===== src/sv/assert_macros.svh =====
// Assertion helpers shared by the RTL; define ASSERT_OFF to compile them away.
`ifndef ASSERT_MACROS_SVH
`define ASSERT_MACROS_SVH
`ifndef ASSERT_OFF
// Consequent must hold in the same cycle as the antecedent.
`define ASSERT_IMP(lbl, clk, rstn, ante, cons) \
  lbl: assert property (@(posedge clk) disable iff (!rstn) (ante) |-> (cons)) \
    else $error("assertion failed");
// Condition must never be true out of reset.
`define ASSERT_NEVER(lbl, clk, rstn, cond) \
  lbl: assert property (@(posedge clk) disable iff (!rstn) !(cond)) \
    else $error("assertion failed");
`else
`define ASSERT_IMP(lbl, clk, rstn, ante, cons)
`define ASSERT_NEVER(lbl, clk, rstn, cond)
`endif
`endif


===== src/sv/spr_cdiv.sv =====
`default_nettype none
module spr_cdiv #(
  parameter int N = 32,
  parameter int D = 44100
) (
  input  wire logic                     clk,
  input  wire logic [N-1:0]             num,
  output logic      [N-1:0]             quo_r,
  output logic      [$clog2(D+1)-1:0]   rem_r
);

  localparam int RW = $clog2(D + 1);
  localparam longint unsigned MULL = (64'd1 << N) / D;
  localparam logic [N:0]   MUL = MULL[N:0];
  localparam logic [N-1:0] DV  = N'(D);

  logic [2*N:0] prod_r;
  logic [N-1:0] n1_r, n2_r, n3_r, est_r, est3_r, back_r;
  logic [N-1:0] diff;
  logic         over;

  // reciprocal estimate is exact or one short; fix with one subtract
  always_ff @(posedge clk) begin
    prod_r <= (2*N+1)'(num) * (2*N+1)'(MUL);
    n1_r   <= num;
    est_r  <= prod_r[2*N-1:N];
    n2_r   <= n1_r;
    back_r <= N'(est_r * DV);
    est3_r <= est_r;
    n3_r   <= n2_r;
    quo_r  <= over ? est3_r + N'(1) : est3_r;
    rem_r  <= over ? RW'(diff - DV) : RW'(diff);
  end

  assign diff = n3_r - back_r;
  assign over = (diff >= DV);

endmodule
`default_nettype wire


===== config.mk =====
export PLATFORM = sky130hd
export DESIGN_NAME = spr_cdiv
export DESIGN_NICKNAME = d
export VERILOG_FILES = /design/src/sv/assert_macros.svh /design/src/sv/spr_cdiv.sv
export SDC_FILE = /design/constraint.sdc
export NUM_CORES = 1
export LEC_CHECK = 0
export BUFFER_PORTS_ARGS = -buffer_cell sky130_fd_sc_hd__buf_2
export CAP_MARGIN = 0
export CORE_MARGIN = 8
export CORE_UTILIZATION = 60
export CTS_BUF_LIST = sky130_fd_sc_hd__clkbuf_16
export DETAILED_ROUTE_END_ITERATION = 10
export PLACE_DENSITY = 0.78
export SYNTH_ARGS = -nofsm -noshare
export SYNTH_HDL_FRONTEND = slang
export SYNTH_SLANG_ARGS = --single-unit

===== constraint.sdc =====
create_clock -name clk -period 16.4 [get_ports clk]
set_clock_uncertainty 0.2 [all_clocks]
set_input_delay 1.64 -clock clk [delete_from_list [all_inputs] [get_ports clk]]
set_output_delay 1.64 -clock clk [all_outputs]
set_load 0.005 [all_outputs]

# Word-level counts from Yosys, hierarchy flattened
# Cells that the tools add are included.
# op_classes
n_addsub,3
mul,2
n_lt_le_gt_ge,1
n_mux,2
# op_table
cell,count
multiplier 32 x 17 -> 49 bit (second input constant),1
>= comparator 32 x 16 -> 1 bit (second input constant),1
subtractor 32 bit,1
multiplier 17 x 14 -> 30 bit (second input constant),1
adder 17 x 1 -> 18 bit (second input constant),1
two-way mux 17 bit,1
two-way mux 16 bit,1
subtractor 16 bit (second input constant),1
# totals
regBits,243
in_bits,33

# Longest topological paths before layout
# logic_depth
depth_word,3
ltp_mapped,24
mapped_depth_nobuf,24

# Worst setup path before layout
# No wires, ideal clock.
# synth_path
kind,in2reg
start,input port num[6]
end,register prod_r[34]
arrival_ns,7.198
required_time_ns,16.077
slack_ns,8.879
stages,22
path_buffers,0
cell_sequence,inv_1 > fa_1 > inv_1 > fa_1 > fa_1 > fa_1 > fa_1 > inv_1 > fa_1 > inv_1 > ha_1 > a21o_1 > a21o_1 > a21o_1 > a21o_1 > a221o_1 > a21oi_1 > o21ai_0 > a221o_1 > a21oi_1 > o21bai_1 > xor2_1
# synth_between
elab_chain_cells,1
# synth_rtl
item,line,rtl
from (decl),spr_cdiv.sv:7,"input wire logic [N-1:0] num,"
multiplier 32 x 17 -> 49 bit,spr_cdiv.sv:24,prod_r <= (2*N+1)'(num) * (2*N+1)'(MUL);
to (signal assigned),spr_cdiv.sv:24,
to (decl),spr_cdiv.sv:17,logic [2*N:0] prod_r;
# Every way passes these cells.
# A chain may end at the register's enable or synchronous reset.

# Worst setup path after layout
# layout_path
start,input port num[5]
end,register prod_r[48]
# The elaborated chain is that of the path after synthesis.

==> impl_metrics.tcl <==
set metrics [dict create \
    die_y_um 202 \
    hold_ws_ps 115 \
    routed_wl_mm 41.1 \
    htree_levels 1 \
    r2r_cells 20 \
    ys.flop_type "dfxtp_1" \
    drive_gt1_share_pct 5.32 \
    postCtsSetupRepairBufs 0 \
    io_buffers 66 \
    cts_tree "done" \
    dp_hpwl_mm 34.9 \
    worstSetupEndpointType "flip-flop" \
    syn_area_um2 20800 \
    die_x_um 202 \
    slew_headroom_pct 40.1 \
    finalSetupTns_ps 0 \
    dieArea_um2 40900 \
    max_freq_ghz 0.124 \
    drv_slew 0 \
    reg2reg_from "est_r[6]" \
    clk_latency_ps 500 \
    avgRoutedWirePerCell_um 16.3 \
    rsz0062_at_grt "no" \
    cts_root_buffer "clkbuf_16" \
    period_share_pct 49.2 \
    core_area_um2 34400 \
    diodes 0 \
    synth_edf_count 0 \
    syn_to_final_growth_pct 7.05 \
    top_layer_used "met4" \
    tightest_slew_ps 898 \
    drt-met1-wl_mm 18.0 \
    clockBufferDepth 3 \
    drc_errors 0 \
    worstHoldStart "n2_r[18]" \
    rows 68 \
    start_util_pct 60.5 \
    finalSetupViolations 0 \
    track_usage_pct 20.9 \
    rrSetupSlack_ps 10640 \
    gr-total-overflow 0 \
    hold_path_end "n3_r[18]" \
    critPathArrivalTime_ps 8250 \
    wl_met3_mm 2.04 \
    ant_nets 0 \
    cts_hold_buf 0 \
    num_vias 13427 \
    reg2reg_to "back_r[28]" \
    hold_class "reg2reg" \
    critPathKind "in2reg" \
    gp_congestion 0.925 \
    async_reset_ff_share_pct 0 \
    viasPerCell 5.32 \
    yosys_warnings 0 \
    clk_pin_slew_ps 70 \
    cts.sinks 207 \
    antenna_found_initial 0 \
    ios 81 \
    drv_cap 0 \
    synth_seq_cells 207 \
    cts.repair.resized 0 \
    hold_depth 0 \
    period_needed_ps 8080 \
    grt_first_pass_wirelength_mm 70.5 \
    grt_max_degree 28 \
    drtPass1Iterations 5 \
    met2WireLength_mm 19.9 \
    grt_pass1_vias 14676 \
    drt-initial-drc-count 600 \
    avgSynthCellArea_um2 10.5 \
    nNetsFinal 2765 \
    path_max_fanout 9 \
    synth_cell_type_count 69 \
    ys_seq_area_share_pct 19.9 \
    cts-buffers-inserted 21 \
    crit_path_start_kind "input port" \
    outcome "finished clean" \
    syn-instance-count 1978 \
    cp.required_ps 16580 \
    hold_viol 0 \
]
worst max-delay path by stage:
stage / startpoint / to / slack [ps] / cells after the start
after floorplan: num[6] / prod_r[34] / 8880 / 22
after global placement: num[5] / prod_r[48] / 8020 / 23
after CTS: num[5] / prod_r[48] / 8340 / 23
after global routing: num[5] / prod_r[48] / 7700 / 23
after detailed placement: num[5] / prod_r[48] / 7830 / 23
final: num[5] / prod_r[48] / 8320 / 23
cell families after synthesis:
logic type	share of synthesized area [%]
flip-flops	19.9
multiplexers	0.295
XOR/XNOR	3.58
AND/OR/NAND/NOR	5.35
AO/OA/AOI/OAI	7.70
buffers and inverters	10.3
adder cells (fa/ha/maj)	52.8
other	0.0180
Yosys cell counts, drive strengths merged, types with 4 or more instances:
library cell | instances | share of area (%)
a2111oi | 5 | 0.24
a211o | 5 | 0.21
a211oi | 20 | 0.72
a21o | 32 | 1.2
a21oi | 60 | 1.4
a31oi | 5 | 0.15
and2 | 7 | 0.21
and3 | 18 | 0.54
and4 | 5 | 0.21
buf | 17 | 0.67
clkbuf | 9 | 0.17
dfxtp | 207 | 20
fa | 333 | 32
ha | 345 | 21
inv | 525 | 9.5
mux2i | 5 | 0.24
nand2 | 37 | 0.67
nand2b | 6 | 0.18
nand3 | 27 | 0.65
nand4 | 17 | 0.51
nor2 | 40 | 0.72
nor2b | 9 | 0.27
nor3 | 21 | 0.51
o211ai | 5 | 0.18
o21a | 18 | 0.65
o21ai | 39 | 0.96
o21bai | 8 | 0.29
o22ai | 4 | 0.12
o41ai | 4 | 0.17
or2 | 6 | 0.18
or3 | 9 | 0.27
xnor2 | 67 | 2.8
xor2 | 18 | 0.76
cell type report:
cell class	count	area, um2
multi-input cells	1233	14600
fillers	2747	12100
flip-flops and latches	207	4140
inverters	525	1970
well taps	455	569
clock buffers	21	526
repair buffers	66	330
clock inverters	17	166
layout by cell type (no fill, tap or decap), drive strengths merged, types with 6 or more instances in the layout:
cell type	instances
clkinv	6
clkbuf	21
nand2b	6
nand3	27
buf	66
nor3	21
nor2b	9
nand2	37
xnor2	67
fa	333
ha	345
nand4	17
or3	9
xor2	18
nor2	40
a211oi	20
and2	7
o21a	18
o21bai	8
inv	533
a21o	32
conb	14
dfxtp	207
and3	18
o21ai	39
or2	6
a21oi	60
metrics by stage:
step	area [um2]	worst slack [ps]	utilization (%)	instances
global placement	21600	8020	62.8	2486
detailed placement	21600	7830	62.8	2486
CTS	22300	8340	64.8	2524
finish	22300	8320	64.8	2524
global route	22300	7700	64.8	2524
floorplan	20800	8880	-	1991
registers in the layout, indices dropped and copies added, names as in the netlist:
register and flops:
quo_r 18, back_r 30, prod_r 17, n3_r 32
rem_r 16, n2_r 32, n1_r 32, est3_r 13
est_r 17
critical path: stages:
cell and delay, ps:
buf_2 260, inv_1 180, fa_1 560, inv_1 50, fa_1 460, fa_1 520, fa_1 530, fa_1 560
inv_1 60, fa_1 530, inv_1 40, ha_1 220, nor3_1 170, o21ai_0 120, a221oi_1 390, nand4_1 190
a211oi_1 460, o21ai_0 230, o2111ai_1 220, o21a_1 240, o21ai_0 150, o41ai_1 340, xnor2_1 130
per-layer routing:
| layer | vias up | track usage (%) |
|---|---|---|
| met5 | - | 0 |
| met4 | 0 | 6.09 |
| met3 | 86 | 3.06 |
| met2 | 306 | 36.1 |
| met1 | 6612 | 27.2 |
| li1 | 6423 | - |
Power is left out: the tool's default activity adds up to more than one toggle a clock period on the data nets, which glitch-free logic cannot reach.
